===== src/hw/rtl/bsr_pkg.sv =====
`timescale 1ns / 1ps

package bsr_pkg;

    // Field widths
    localparam int DIM_W   = 13;
    localparam int POS_W   = 32;
    localparam int RGBA_W  = 32;
    localparam int INDEX_W = 24;
    localparam int PB_W    = 24;

    // Header byte positions
    localparam logic [4:0] POS_MAGIC0  = 5'd0;
    localparam logic [4:0] POS_MAGIC1  = 5'd1;
    localparam logic [4:0] POS_OFF0    = 5'd10;
    localparam logic [4:0] POS_OFF3    = 5'd13;
    localparam logic [4:0] POS_WIDTH0  = 5'd18;
    localparam logic [4:0] POS_WIDTH1  = 5'd19;
    localparam logic [4:0] POS_WIDTH3  = 5'd21;
    localparam logic [4:0] POS_HEIGHT0 = 5'd22;
    localparam logic [4:0] POS_HEIGHT1 = 5'd23;
    localparam logic [4:0] POS_HEIGHT3 = 5'd25;
    localparam logic [4:0] POS_BPP0    = 5'd28;
    localparam logic [4:0] POS_HDR_END = 5'd29;

    // Magic and pixel constants
    localparam logic [7:0] MAGIC_B      = 8'h42;
    localparam logic [7:0] MAGIC_M      = 8'h4D;
    localparam logic [7:0] DEPTH_32     = 8'd32;
    localparam logic [7:0] ALPHA_OPAQUE = 8'hFF;

    // Status codes
    localparam logic [1:0] ST_OK         = 2'd0;
    localparam logic [1:0] ST_BAD_MAGIC  = 2'd1;
    localparam logic [1:0] ST_BAD_SIZE   = 2'd2;
    localparam logic [1:0] ST_BAD_OFFSET = 2'd3;

    typedef enum logic [1:0] {
        PH_HEADER = 2'd0,
        PH_SKIP   = 2'd1,
        PH_PIXELS = 2'd2,
        PH_HALT   = 2'd3
    } t_phase;

    // Decoded pixel handed from the parser to the index stage
    typedef struct packed {
        logic [RGBA_W-1:0] rgba;
        logic [DIM_W-1:0]  dest_row;
        logic [DIM_W-1:0]  column;
        logic [DIM_W-1:0]  width;
        logic              last;
        logic [1:0]        status;
    } t_pix_item;

endpackage


===== src/hw/rtl/bsr_in_if.sv =====
`timescale 1ns / 1ps

interface bsr_in_if;
    logic       valid;
    logic       ready;
    logic [7:0] file_byte;
    logic       start_of_file;

    modport source (output valid, output file_byte, output start_of_file, input ready);
    modport sink   (input valid, input file_byte, input start_of_file, output ready);
endinterface


===== src/hw/rtl/bsr_out_if.sv =====
`timescale 1ns / 1ps

interface bsr_out_if;
    logic                          valid;
    logic                          ready;
    logic [bsr_pkg::RGBA_W-1:0]    pixel_rgba;
    logic [bsr_pkg::INDEX_W-1:0]   pixel_index;
    logic                          last_pixel;
    logic [1:0]                    status;

    modport source (output valid, output pixel_rgba, output pixel_index,
                    output last_pixel, output status, input ready);
    modport sink   (input valid, input pixel_rgba, input pixel_index,
                    input last_pixel, input status, output ready);
endinterface


===== src/hw/rtl/bsr_parser.sv =====
`timescale 1ns / 1ps

module bsr_parser #(
    parameter int MAX_DIM = 4096
) (
    input  logic                 i_clk,
    input  logic                 i_rst_n,
    input  logic                 i_valid,
    output logic                 o_ready,
    input  logic [7:0]           i_file_byte,
    input  logic                 i_start,
    input  logic                 i_vflip,
    output logic                 o_valid,
    output bsr_pkg::t_pix_item   o_item,
    input  logic                 i_ready
);

    localparam int DW = bsr_pkg::DIM_W;
    localparam int PW = bsr_pkg::POS_W;

    // Parser state
    logic [PW-1:0]              r_pos, n_pos;
    logic [PW-1:0]              r_off, n_off;
    logic [DW-1:0]              r_width, n_width;
    logic [DW-1:0]              r_height, n_height;
    logic                       r_four, n_four;
    logic [DW-1:0]              r_col, n_col;
    logic [DW-1:0]              r_row, n_row;
    logic [bsr_pkg::PB_W-1:0]   r_pb, n_pb;
    logic [1:0]                 r_bip, n_bip;
    bsr_pkg::t_phase            r_phase, n_phase;
    logic                       r_size_bad, n_size_bad;

    // Result register
    logic                       r_valid;
    bsr_pkg::t_pix_item         r_item, n_item;
    logic                       n_has_result;

    // Current state after an optional restart
    logic [PW-1:0]              c_pos, c_off;
    logic [DW-1:0]              c_width, c_height, c_col, c_row;
    logic                       c_four, c_size_bad;
    logic [bsr_pkg::PB_W-1:0]   c_pb;
    logic [1:0]                 c_bip;
    bsr_pkg::t_phase            c_phase;

    logic [4:0]                 pos_lo;
    logic [4:0]                 off_lane;
    logic [15:0]                dim_full;
    logic [1:0]                 final_bip;
    logic [7:0]                 red, green, blue, alpha;
    logic [DW-1:0]              col_inc;
    logic                       in_fire;

    assign in_fire = i_valid && o_ready;
    assign o_ready = !r_valid || i_ready;
    assign o_valid = r_valid;
    assign o_item  = r_item;

    // Restart mux
    always_comb begin
        if (i_start) begin
            c_pos      = '0;
            c_off      = '0;
            c_width    = '0;
            c_height   = '0;
            c_four     = 1'b0;
            c_col      = '0;
            c_row      = '0;
            c_pb       = '0;
            c_bip      = '0;
            c_phase    = bsr_pkg::PH_HEADER;
            c_size_bad = 1'b0;
        end else begin
            c_pos      = r_pos;
            c_off      = r_off;
            c_width    = r_width;
            c_height   = r_height;
            c_four     = r_four;
            c_col      = r_col;
            c_row      = r_row;
            c_pb       = r_pb;
            c_bip      = r_bip;
            c_phase    = r_phase;
            c_size_bad = r_size_bad;
        end
    end

    // Byte decode
    always_comb begin
        n_pos        = c_pos + 1'b1;
        n_off        = c_off;
        n_width      = c_width;
        n_height     = c_height;
        n_four       = c_four;
        n_col        = c_col;
        n_row        = c_row;
        n_pb         = c_pb;
        n_bip        = c_bip;
        n_phase      = c_phase;
        n_size_bad   = c_size_bad;
        n_has_result = 1'b0;
        n_item       = '0;
        pos_lo       = c_pos[4:0];
        off_lane     = pos_lo - bsr_pkg::POS_OFF0;
        dim_full     = '0;
        final_bip    = c_four ? 2'd3 : 2'd2;
        red          = '0;
        green        = '0;
        blue         = '0;
        alpha        = '0;
        col_inc      = c_col + 1'b1;

        case (c_phase)
            bsr_pkg::PH_HEADER: begin
                // Header phase only spans positions 0..29
                if (pos_lo == bsr_pkg::POS_MAGIC0) begin
                    n_pb = {16'd0, i_file_byte};
                end else if (pos_lo == bsr_pkg::POS_MAGIC1) begin
                    n_pb = '0;
                    if (c_pb[7:0] != bsr_pkg::MAGIC_B || c_pb[23:8] != 16'd0 ||
                        i_file_byte != bsr_pkg::MAGIC_M) begin
                        n_phase      = bsr_pkg::PH_HALT;
                        n_has_result = 1'b1;
                        n_item.status = bsr_pkg::ST_BAD_MAGIC;
                        n_pb         = c_pb;
                    end
                end else if (pos_lo >= bsr_pkg::POS_OFF0 && pos_lo <= bsr_pkg::POS_OFF3) begin
                    n_off[8*off_lane[1:0] +: 8] = c_off[8*off_lane[1:0] +: 8] | i_file_byte;
                end else if (pos_lo == bsr_pkg::POS_WIDTH0) begin
                    n_width = {{(DW-8){1'b0}}, i_file_byte};
                end else if (pos_lo == bsr_pkg::POS_WIDTH1) begin
                    dim_full = {i_file_byte, 8'd0} | {{(16-DW){1'b0}}, c_width};
                    if (dim_full > 16'(MAX_DIM)) n_size_bad = 1'b1;
                    n_width = dim_full[DW-1:0];
                end else if (pos_lo > bsr_pkg::POS_WIDTH1 && pos_lo <= bsr_pkg::POS_WIDTH3) begin
                    if (i_file_byte != 8'd0) n_size_bad = 1'b1;
                end else if (pos_lo == bsr_pkg::POS_HEIGHT0) begin
                    n_height = {{(DW-8){1'b0}}, i_file_byte};
                end else if (pos_lo == bsr_pkg::POS_HEIGHT1) begin
                    dim_full = {i_file_byte, 8'd0} | {{(16-DW){1'b0}}, c_height};
                    if (dim_full > 16'(MAX_DIM)) n_size_bad = 1'b1;
                    n_height = dim_full[DW-1:0];
                end else if (pos_lo > bsr_pkg::POS_HEIGHT1 && pos_lo <= bsr_pkg::POS_HEIGHT3) begin
                    if (i_file_byte != 8'd0) n_size_bad = 1'b1;
                end else if (pos_lo == bsr_pkg::POS_BPP0) begin
                    n_four = (i_file_byte == bsr_pkg::DEPTH_32);
                end else if (pos_lo == bsr_pkg::POS_HDR_END) begin
                    if (i_file_byte != 8'd0) n_four = 1'b0;
                    if (c_size_bad) begin
                        n_phase       = bsr_pkg::PH_HALT;
                        n_has_result  = 1'b1;
                        n_item.status = bsr_pkg::ST_BAD_SIZE;
                    end else if (c_off <= PW'(bsr_pkg::POS_HDR_END)) begin
                        n_phase       = bsr_pkg::PH_HALT;
                        n_has_result  = 1'b1;
                        n_item.status = bsr_pkg::ST_BAD_OFFSET;
                    end else if (c_width == '0 || c_height == '0) begin
                        n_phase = bsr_pkg::PH_HALT;
                    end else if (c_off == PW'(bsr_pkg::POS_HDR_END) + 1'b1) begin
                        n_phase = bsr_pkg::PH_PIXELS;
                    end else begin
                        n_phase = bsr_pkg::PH_SKIP;
                    end
                end
            end
            bsr_pkg::PH_SKIP, bsr_pkg::PH_PIXELS: begin
                // The byte at the data offset is already pixel data
                if (c_phase == bsr_pkg::PH_PIXELS || c_pos == c_off) begin
                    n_phase = bsr_pkg::PH_PIXELS;
                    if (c_bip < final_bip) begin
                        n_pb[8*c_bip +: 8] = c_pb[8*c_bip +: 8] | i_file_byte;
                        n_bip = c_bip + 1'b1;
                    end else begin
                        blue  = c_pb[7:0];
                        green = c_pb[15:8];
                        if (c_four) begin
                            red   = c_pb[23:16];
                            alpha = i_file_byte;
                        end else begin
                            red   = i_file_byte;
                            alpha = bsr_pkg::ALPHA_OPAQUE;
                        end
                        n_pb  = '0;
                        n_bip = '0;
                        n_has_result    = 1'b1;
                        n_item.rgba     = {alpha, blue, green, red};
                        n_item.dest_row = i_vflip ? (c_height - 1'b1 - c_row) : c_row;
                        n_item.column   = c_col;
                        n_item.width    = c_width;
                        n_item.last     = (c_row == c_height - 1'b1) &&
                                          (c_col == c_width - 1'b1);
                        n_item.status   = bsr_pkg::ST_OK;
                        if (col_inc >= c_width) begin
                            n_col = '0;
                            n_row = c_row + 1'b1;
                        end else begin
                            n_col = col_inc;
                        end
                        if (n_item.last) n_phase = bsr_pkg::PH_HALT;
                    end
                end
            end
            default: begin
            end
        endcase
    end

    // State and result registers
    always_ff @(posedge i_clk) begin
        if (!i_rst_n) begin
            r_pos      <= '0;
            r_off      <= '0;
            r_width    <= '0;
            r_height   <= '0;
            r_four     <= 1'b0;
            r_col      <= '0;
            r_row      <= '0;
            r_pb       <= '0;
            r_bip      <= '0;
            r_phase    <= bsr_pkg::PH_HEADER;
            r_size_bad <= 1'b0;
            r_valid    <= 1'b0;
        end else begin
            if (in_fire) begin
                r_pos      <= n_pos;
                r_off      <= n_off;
                r_width    <= n_width;
                r_height   <= n_height;
                r_four     <= n_four;
                r_col      <= n_col;
                r_row      <= n_row;
                r_pb       <= n_pb;
                r_bip      <= n_bip;
                r_phase    <= n_phase;
                r_size_bad <= n_size_bad;
                r_valid    <= n_has_result;
            end else if (i_ready) begin
                r_valid <= 1'b0;
            end
        end
    end

    // Payload register
    always_ff @(posedge i_clk) begin
        if (in_fire) begin
            r_item <= n_item;
        end
    end

endmodule


===== src/hw/rtl/bsr_index.sv =====
`timescale 1ns / 1ps

module bsr_index (
    input  logic                          i_clk,
    input  logic                          i_rst_n,
    input  logic                          i_valid,
    output logic                          o_ready,
    input  bsr_pkg::t_pix_item            i_item,
    output logic                          o_valid,
    input  logic                          i_ready,
    output logic [bsr_pkg::RGBA_W-1:0]    o_rgba,
    output logic [bsr_pkg::INDEX_W-1:0]   o_index,
    output logic                          o_last,
    output logic [1:0]                    o_status
);

    localparam int DW = bsr_pkg::DIM_W;

    logic                          r_valid;
    logic [bsr_pkg::RGBA_W-1:0]    r_rgba;
    logic [bsr_pkg::INDEX_W-1:0]   r_index, n_index;
    logic                          r_last;
    logic [1:0]                    r_status;
    logic [2*DW-1:0]               prod;
    logic [2*DW-1:0]               sum;

    assign o_ready  = !r_valid || i_ready;
    assign o_valid  = r_valid;
    assign o_rgba   = r_rgba;
    assign o_index  = r_index;
    assign o_last   = r_last;
    assign o_status = r_status;

    // Destination index: row times width plus column
    always_comb begin
        prod    = i_item.dest_row * i_item.width;
        sum     = prod + {{DW{1'b0}}, i_item.column};
        n_index = sum[bsr_pkg::INDEX_W-1:0];
    end

    always_ff @(posedge i_clk) begin
        if (!i_rst_n) begin
            r_valid <= 1'b0;
        end else if (o_ready) begin
            r_valid <= i_valid;
        end
    end

    always_ff @(posedge i_clk) begin
        if (o_ready && i_valid) begin
            r_rgba   <= i_item.rgba;
            r_index  <= n_index;
            r_last   <= i_item.last;
            r_status <= i_item.status;
        end
    end

endmodule


===== src/hw/rtl/bmp_stream_to_rgba_unit.sv =====
`timescale 1ns / 1ps
// Streaming bitmap decoder: bytes of a BMP file in, RGBA pixels out.
// Input channel i_in (valid/ready): one file byte per transaction, with
// start_of_file marking offset zero of a new file. The header is parsed on
// the fly, bytes up to the data offset are dropped, and each completed
// 24-bit or 32-bit pixel yields one output transaction on o_out carrying
// pixel_rgba, pixel_index, last_pixel and status. Header errors give a
// single transaction with a nonzero status, after which bytes are dropped
// until the next start_of_file.
// Throughput: one byte per cycle, sustained while o_out keeps accepting results.
// A result is taken into the parser register at the edge that accepts the
// byte completing it, then into the index multiply register, which drives
// o_out.
// i_cfg_wr_en / i_cfg_wr_data write vertical_flip; write it while idle.
// Reset (i_rst_n low, synchronous) clears the parser to the header phase,
// empties both pipeline registers and clears vertical_flip.
// When o_out stalls, results hold in the output register; the parser
// register keeps one more, and i_in.ready drops only when both are full.
module bmp_stream_to_rgba_unit #(
    parameter int MAX_DIM = 4096
) (
    input  logic       i_clk,
    input  logic       i_rst_n,
    input  logic       i_cfg_wr_en,
    input  logic       i_cfg_wr_data,
    bsr_in_if.sink     i_in,
    bsr_out_if.source  o_out
);

    logic                  r_vflip;
    logic                  s1_valid;
    logic                  s1_ready;
    bsr_pkg::t_pix_item    s1_item;

    // Configuration register
    always_ff @(posedge i_clk) begin
        if (!i_rst_n) begin
            r_vflip <= 1'b0;
        end else if (i_cfg_wr_en) begin
            r_vflip <= i_cfg_wr_data;
        end
    end

    // Header parser and pixel assembly
    bsr_parser #(
        .MAX_DIM (MAX_DIM)
    ) u_parser (
        .i_clk       (i_clk),
        .i_rst_n     (i_rst_n),
        .i_valid     (i_in.valid),
        .o_ready     (i_in.ready),
        .i_file_byte (i_in.file_byte),
        .i_start     (i_in.start_of_file),
        .i_vflip     (r_vflip),
        .o_valid     (s1_valid),
        .o_item      (s1_item),
        .i_ready     (s1_ready)
    );

    // Index computation and output register
    bsr_index u_index (
        .i_clk    (i_clk),
        .i_rst_n  (i_rst_n),
        .i_valid  (s1_valid),
        .o_ready  (s1_ready),
        .i_item   (s1_item),
        .o_valid  (o_out.valid),
        .i_ready  (o_out.ready),
        .o_rgba   (o_out.pixel_rgba),
        .o_index  (o_out.pixel_index),
        .o_last   (o_out.last_pixel),
        .o_status (o_out.status)
    );

endmodule

===== src/flat_wrapper.sv =====
// flat-port wrapper written by rule: the top's interface ports become plain ports
module bmp_stream_to_rgba_unit_flat 
#(
    parameter int MAX_DIM = 4096
)
  (i_clk, i_rst_n, i_cfg_wr_en, i_cfg_wr_data, i_in_valid, i_in_file_byte, i_in_start_of_file, i_in_ready, o_out_valid, o_out_pixel_rgba, o_out_pixel_index, o_out_last_pixel, o_out_status, o_out_ready);
  bsr_in_if i_in_i ();
  bsr_out_if o_out_i ();
  input  logic i_clk;
  input  logic i_rst_n;
  input  logic i_cfg_wr_en;
  input  logic i_cfg_wr_data;
  input wire logic [$bits(i_in_i.valid)-1:0] i_in_valid;
  input wire logic [$bits(i_in_i.file_byte)-1:0] i_in_file_byte;
  input wire logic [$bits(i_in_i.start_of_file)-1:0] i_in_start_of_file;
  output wire logic [$bits(i_in_i.ready)-1:0] i_in_ready;
  output wire logic [$bits(o_out_i.valid)-1:0] o_out_valid;
  output wire logic [$bits(o_out_i.pixel_rgba)-1:0] o_out_pixel_rgba;
  output wire logic [$bits(o_out_i.pixel_index)-1:0] o_out_pixel_index;
  output wire logic [$bits(o_out_i.last_pixel)-1:0] o_out_last_pixel;
  output wire logic [$bits(o_out_i.status)-1:0] o_out_status;
  input wire logic [$bits(o_out_i.ready)-1:0] o_out_ready;
  assign i_in_i.valid = i_in_valid;
  assign i_in_i.file_byte = i_in_file_byte;
  assign i_in_i.start_of_file = i_in_start_of_file;
  assign i_in_ready = i_in_i.ready;
  assign o_out_valid = o_out_i.valid;
  assign o_out_pixel_rgba = o_out_i.pixel_rgba;
  assign o_out_pixel_index = o_out_i.pixel_index;
  assign o_out_last_pixel = o_out_i.last_pixel;
  assign o_out_status = o_out_i.status;
  assign o_out_i.ready = o_out_ready;
  bmp_stream_to_rgba_unit #(.MAX_DIM(MAX_DIM)) u_core (.i_clk(i_clk), .i_rst_n(i_rst_n), .i_cfg_wr_en(i_cfg_wr_en), .i_cfg_wr_data(i_cfg_wr_data), .i_in(i_in_i), .o_out(o_out_i));
endmodule

===== config.mk =====
export PLATFORM = sky130hd
export DESIGN_NAME = bmp_stream_to_rgba_unit_flat
export DESIGN_NICKNAME = d
export VERILOG_FILES = /design/src/hw/rtl/bsr_pkg.sv /design/src/hw/rtl/bsr_in_if.sv /design/src/hw/rtl/bsr_out_if.sv /design/src/hw/rtl/bsr_parser.sv /design/src/hw/rtl/bsr_index.sv /design/src/hw/rtl/bmp_stream_to_rgba_unit.sv /design/src/flat_wrapper.sv
export SDC_FILE = /design/constraint.sdc
export NUM_CORES = 1
export LEC_CHECK = 0
export BUFFER_PORTS_ARGS = -buffer_cell sky130_fd_sc_hd__buf_2
export CAP_MARGIN = 25
export CORE_UTILIZATION = 50
export DETAILED_ROUTE_END_ITERATION = 10
export PLACE_DENSITY = 0.67
export SYNTH_ARGS = -nofsm -noshare
export SYNTH_HDL_FRONTEND = slang
export SYNTH_SLANG_ARGS = --single-unit

===== constraint.sdc =====
create_clock -name i_clk -period 12.1 [get_ports i_clk]
set_input_delay 2.42 -clock i_clk [delete_from_list [all_inputs] [get_ports i_clk]]
set_output_delay 2.42 -clock i_clk [all_outputs]
set_load 0.01 [all_outputs]

# --- After elaboration in Yosys (flattened, before gate mapping) ---
# Index checks and enable logic that the tools add are counted.
classes:
  bitwise: 6
  div: 0
  addsub: 11
  n_reduce_logical: 23
  order_cmp: 11
  n_eq_ne: 16
  n_shift: 6
  muxes: 134
  n_mul: 1
op_table:
  columns: ["cell", "count"]
  rows:
  - ["two-way mux 13 bit", 28]
  - ["two-way mux 32 bit", 6]
  - ["two-way mux 24 bit", 6]
  - ["two-way mux 2 bit", 37]
  - ["negator 5 -> 34 bit", 2]
  - ["two-way mux 1 bit", 49]
  - ["case mux 24 bit (2 select lines)", 1]
  - ["variable shift 8 x 34 -> 24 bit, first input constant", 1]
  - ["variable shift 8 x 34 -> 32 bit, first input constant", 1]
  - ["variable part select 8 x 34 -> 24 bit", 1]
  - ["variable part select 8 x 34 -> 32 bit", 1]
  - ["adder 32 x 1 -> 32 bit, second input constant", 1]
  - ["bitwise mux 32 bit", 1]
  - ["equality test 32 bit", 1]
  - ["equality test 32 x 5 -> 1 bit, second input constant", 1]
  - ["> comparator 16 x 13 -> 1 bit, second input constant", 2]
  - ["<= comparator 32 x 5 -> 1 bit, second input constant", 1]
  - ["bitwise OR 16 x 13 -> 16 bit", 2]
  - ["variable part select 32 x 6 -> 8 bit", 1]
  - ["equality test 5 bit, second input constant", 6]
  - ["adder 13 x 1 -> 13 bit, second input constant", 2]
  - ["equality test 13 bit", 2]
  - ["zero test 13 bit", 2]
  - ["subtractor 13 x 1 -> 13 bit, second input constant", 2]
  - ["33 further kinds", 51]
word_totals:
  output_inout_bits: 61
  register_bits: 282
  latchBits: 0
  elab_cells: 232
  mem_count: 0
  mem_bits_ro: 0
  in_bits: 15
  ram_bits: 0

# --- Longest topological paths before layout ---
logic_depth:
  ltp_word: 18
  depth_mapped: 25
  depth_no_buf: 22

# --- Hierarchy ---
# From an unflattened synthesis, not the netlist that was laid out.
unflattened:
  hier_cells: 2262
  area_unflattened_um2: 20781.2
by_module_without_submodules:
  columns: ["module", "seq_area_each_um2", "area_per_inst_um2", "cells_per_inst", "instances"]
  rows:
  - ["bsr_parser", 5165.0, 12873.6, 1491, 1]
  - ["bsr_index", 1791.7, 7871.3, 768, 1]
  - ["bmp_stream_to_rgba_unit", 20.0, 36.3, 3, 1]

# --- Worst setup path after synthesis ---
# No wires, ideal clock.
synth_timing:
  path_kind: "input-to-reg"
  from: "input o_out_ready"
  to: "register u_core.u_index.r_index, in the netlist u_core.u_index.o_index[0], enable pin"
  path_stages: 2
  n_path_buf: 0
  required_ps: 11534
  arrival_time_ps: 6760
  path_slack_ps: 4774
  setup_time_ps: 566
  cell_sequence: "inv_1 a21boi_0"
synth_via:
  elab_chain_len: 2
synth_lines:
  columns: ["item", "line_no", "text"]
  rows:
  - ["start, declared", "flat_wrapper.sv:22", "input wire logic [$bits(o_out_i.ready)-1:0] o_out_ready;"]
  - ["logical OR 1 bit", "bsr_index.sv:27", "assign o_ready = !r_valid || i_ready;"]
  - ["logical AND 1 bit", "bsr_index.sv:50", "if (o_ready && i_valid) begin"]
  - ["end signal, assigned", "bsr_index.sv:52", "r_index <= n_index;"]
  - ["end, declared", "bsr_index.sv:21", "logic [bsr_pkg::INDEX_W-1:0] r_index, n_index;"]
# Every way passes these cells.
# A chain may end at the register's enable or synchronous reset.

# --- Worst setup path after layout ---
layout_timing:
  from: "input i_in_start_of_file"
  to: "register u_core.u_parser.r_col[1]"
layout_via:
  elab_chain_len: 7
  word_cells_on_any_way: 20
  classes_between: "1 x add/sub; 2 x order compare; 3 x eq/ne; 12 x mux; 2 x reduce/logical"
layout_lines:
  columns: ["item", "line_no", "text"]
  rows:
  - ["start, declared", "flat_wrapper.sv:15", "input wire logic [$bits(i_in_i.start_of_file)-1:0] i_in_start_of_file;"]
  - ["two-way mux 13 bit (*)", "bsr_parser.sv:62", "if (i_start) begin"]
  - ["via u_core.u_parser.c_col[1]", "bsr_parser.sv:41", "logic [DW-1:0] c_width, c_height, c_col, c_row;"]
  - ["adder 13 x 1 -> 13 bit", "bsr_parser.sv:112", "col_inc = c_col + 1'b1;"]
  - [">= comparator 13 bit", "bsr_parser.sv:194", "if (col_inc >= c_width) begin"]
  - ["two-way mux 13 bit", "bsr_parser.sv:194", null]
  - ["two-way mux 13 bit", "bsr_parser.sv:171", "if (c_bip < final_bip) begin"]
  - ["two-way mux 13 bit", "bsr_parser.sv:169", "if (c_phase == bsr_pkg::PH_PIXELS || c_pos == c_off) begin"]
  - ["two-way mux 13 bit (*)", "bsr_parser.sv:114", "case (c_phase)"]
  - ["end signal, assigned", "bsr_parser.sv:231", "r_col <= n_col;"]
  - ["end, declared", "bsr_parser.sv:27", "logic [DW-1:0] r_col, n_col;"]
# Mark *: on every way through the listed nets, which the timed path passes. The rest lies on a longest branch.

==> flow_metrics.tcl <==
set metrics [dict create \
    path_cells "buf_2 -> buf_4 -> nand2b_1 -> inv_1 -> ha_1 -> nand4b_1 -> nand4bb_1 -> nor2_1 -> nand3_1 -> xor2_1 -> nor2_1 -> ha_1 -> or4_1 -> nor2_1 -> o21ai_0 -> o31ai_1 -> nand4_1 -> a211o_1 -> a21oi_1" \
    drc 0 \
    drtAntennaViolNets 0 \
    synthCells 2226 \
    synth-warning-count 0 \
    synth.distinct_cells 82 \
    drive_gt1_share_pct 8.15 \
    core_area_sq_um 40000 \
    grt_pass1_wl_um 85800 \
    areaGrowthSynthToFinish_pct 9.18 \
    grt_setup_unrepaired "false" \
    slowest_delay_ns 0.81 \
    vias_per_cell 5.85 \
    period_share_pct 57.8 \
    start_util_pct 51.1 \
    cts_tree "built" \
    die_area_sq_um 41700 \
    setup_viol_count_final 0 \
    synth-seq-area-share_pct 34.1 \
    synth_top_area_share_pct 19.5 \
    pin_count 76 \
    cp.required_ns 12.57 \
    synthTopCellsByCount "273 x nand2_1, 214 x nor2_1, 187 x inv_1, 149 x dfxtp_1, 133 x edfxtp_1" \
    synth.avg_cell_area_sq_um 9.19 \
    cp_max_fo 58 \
    synth_area_leader_cell "edfxtp_1" \
    diodes 0 \
    crit_arrival_ns 7.47 \
    fmax_ghz 0.143 \
    finalHoldViolCount 0 \
    htree_levels 2 \
    grt_pass1_vias 16300 \
    hold_ws_ns 0.417 \
    die_w_um 204 \
    postPlaceCellArea_sq_um 21100 \
    cp_common_cell "nor2_1" \
    tightest_slew_ns 1.00 \
    cap_violations 0 \
    hold_buffers 0 \
    hold_path.class "reg2reg" \
    cts.path.max_buffers 3 \
    synth_ff_type "dfxtp_1" \
    post_cts_buffers 0 \
    p_per_area_nw_per_um2 142 \
    finClkSkew_ns 0.0250 \
    rows 73 \
    netlist_area_sq_um 20500 \
    avgRoutedWirePerCell_um 18.8 \
    ys_ff_latch 282 \
    clock-root-buffer "clkbuf_16" \
    clk_pin_slew_ns 0.06 \
    num-nets-final 2500 \
    fin_area_sq_um 22300 \
    post-route-min-period_ns 7.00 \
    synth-edff-count 133 \
    numPortBuffers 75 \
    wirelength_um 52200 \
    synthTopCellsByArea "edfxtp_1 20%, dfxtp_1 15%, fa_1 13%" \
    critPathKind "in2reg" \
    drtIter0Drc 1285 \
    endpoint_kind "flop" \
    finalSetupTns_ns 0 \
    slew_headroom_pct 32.9 \
    slowest_stage "o31ai_1" \
    numClockSinks 282 \
    dr.pass1.iters 9 \
    start_kind "input pin" \
    grt_antenna_before_repair 0 \
    vdd_ir_drop_max_v 0.000112 \
    synth-async-reset-ratio_pct 0 \
    grt.overflow.total 0 \
    track_usage_pct 25.7 \
    cts-resized-gates 0 \
    p_leak_nw 8.93 \
    hpwl_um 37500 \
    cts_buffers 35 \
    die_h_um 204 \
    place_congestion 0.907 \
    grt_max_degree 79 \
    yosysMostFrequentCell "nand2_1" \
    num_vias 16300 \
    synth_nets 2494 \
    outcome "finished, final reports clean" \
    clock_latency_ns 0.56 \
    finalMaxSlewViolations 0 \
]
[area by class of cell]
type	count	area [sq um]
Inverter	190	717
Clock buffer	47	1000
Sequential cell	282	6980
Clock inverter	17	209
Multi-Input combinational cell	1637	12300
Tap cell	525	657
Timing Repair Buffer	86	458
Fill cell	3591	17700
[worst max-delay path, delay by kind of cell]
kind | cells | cell delay, ns
adder cells (fa/ha/maj) | 2 | 0.47
AND/OR/NAND/NOR | 9 | 2.22
AO/OA/AOI/OAI | 4 | 1.35
XOR/XNOR | 1 | 0.15
buffers and inverters | 3 | 0.84
[flip-flops by register name, indices dropped and copies added (netlist names)]
signal,flops
u_core.r_vflip,1
u_core.u_index.o_index,24
u_core.u_index.o_last,1
u_core.u_index.o_rgba,32
u_core.u_index.o_status,2
u_core.u_index.o_valid,1
u_core.u_parser.o_item,74
u_core.u_parser.o_valid,1
u_core.u_parser.r_bip,2
u_core.u_parser.r_col,13
u_core.u_parser.r_four,1
u_core.u_parser.r_height,13
u_core.u_parser.r_off,32
u_core.u_parser.r_pb,24
u_core.u_parser.r_phase,2
u_core.u_parser.r_pos,32
u_core.u_parser.r_row,13
u_core.u_parser.r_size_bad,1
u_core.u_parser.r_width,13
[power breakdown]
| group | leakage (nW) | internal [mW] | switching, mW | total (mW) |
|---|---|---|---|---|
| registers | 2.48 | 1.06 | 0.0256 | 1.09 |
| logic | 5.86 | 0.419 | 0.567 | 0.986 |
| clock network | 0.595 | 0.657 | 0.437 | 1.09 |
| total | 8.93 | 2.14 | 1.03 | 3.17 |
[stage by stage]
| stage | utilization [%] | setup WS [ns] | power (mW) | std cells |
|---|---|---|---|---|
| floorplan | - | 4.77 | 1.87 | 2226 |
| global placement | 52.8 | 4.75 | 2.05 | 2719 |
| detailed placement | 52.8 | 4.62 | 2.09 | 2720 |
| CTS | 55.8 | 5.20 | 3.19 | 2784 |
| global route | 55.8 | 4.64 | 3.36 | 2784 |
| finish | 55.8 | 5.10 | 3.17 | 2784 |
[routing by layer]
metal / routed length, um / track usage [%]
met5: 0 / 0
met4: 1510 / 8.98
met3: 3460 / 3.38
met2: 25100 / 43.3
met1: 22200 / 33.9
[path summary, 6_finish.rpt]
check                                            from                               endpoint  slack, ns  cells after the start
max reg2reg  u_core.u_parser.o_item[34]$_SDFFCE_PP0P_   u_core.u_index.o_index[21]$_DFFE_PP_       5.32                     22
min          u_core.u_parser.o_item[49]$_SDFFCE_PP0P_     u_core.u_index.o_rgba[7]$_DFFE_PP_       0.42                      0
min reg2reg  u_core.u_parser.o_item[49]$_SDFFCE_PP0P_     u_core.u_index.o_rgba[7]$_DFFE_PP_       0.42                      0
max                                i_in_start_of_file  u_core.u_parser.r_col[1]$_SDFFE_PN0P_       5.10                     19
[cell families after synthesis]
group | count (synthesis) | share of synthesized area [%]
buffers and inverters | 307 | 5.82
AO/OA/AOI/OAI | 394 | 12.7
flip-flops | 282 | 34.1
AND/OR/NAND/NOR | 848 | 20.3
XOR/XNOR | 116 | 5.04
multiplexers | 26 | 1.77
adder cells (fa/ha/maj) | 253 | 20.2
[placed cells by master, fill, tap and decap left out, types with 19 or more instances in the layout]
master / instances
a21o_1: 24
a21oi_1: 105
a22oi_1: 73
and2_1: 129
buf_2: 75
clkbuf_16: 36
dfxtp_1: 149
edfxtp_1: 133
fa_1: 130
ha_1: 123
inv_1: 186
nand2_1: 272
nand3_1: 34
nand4_1: 33
nor2_1: 214
nor2b_1: 22
nor3_1: 27
nor4_1: 30
o211ai_1: 20
o21ai_0: 57
xnor2_1: 95
xor2_1: 19
Power figures use the tool's default switching activity.
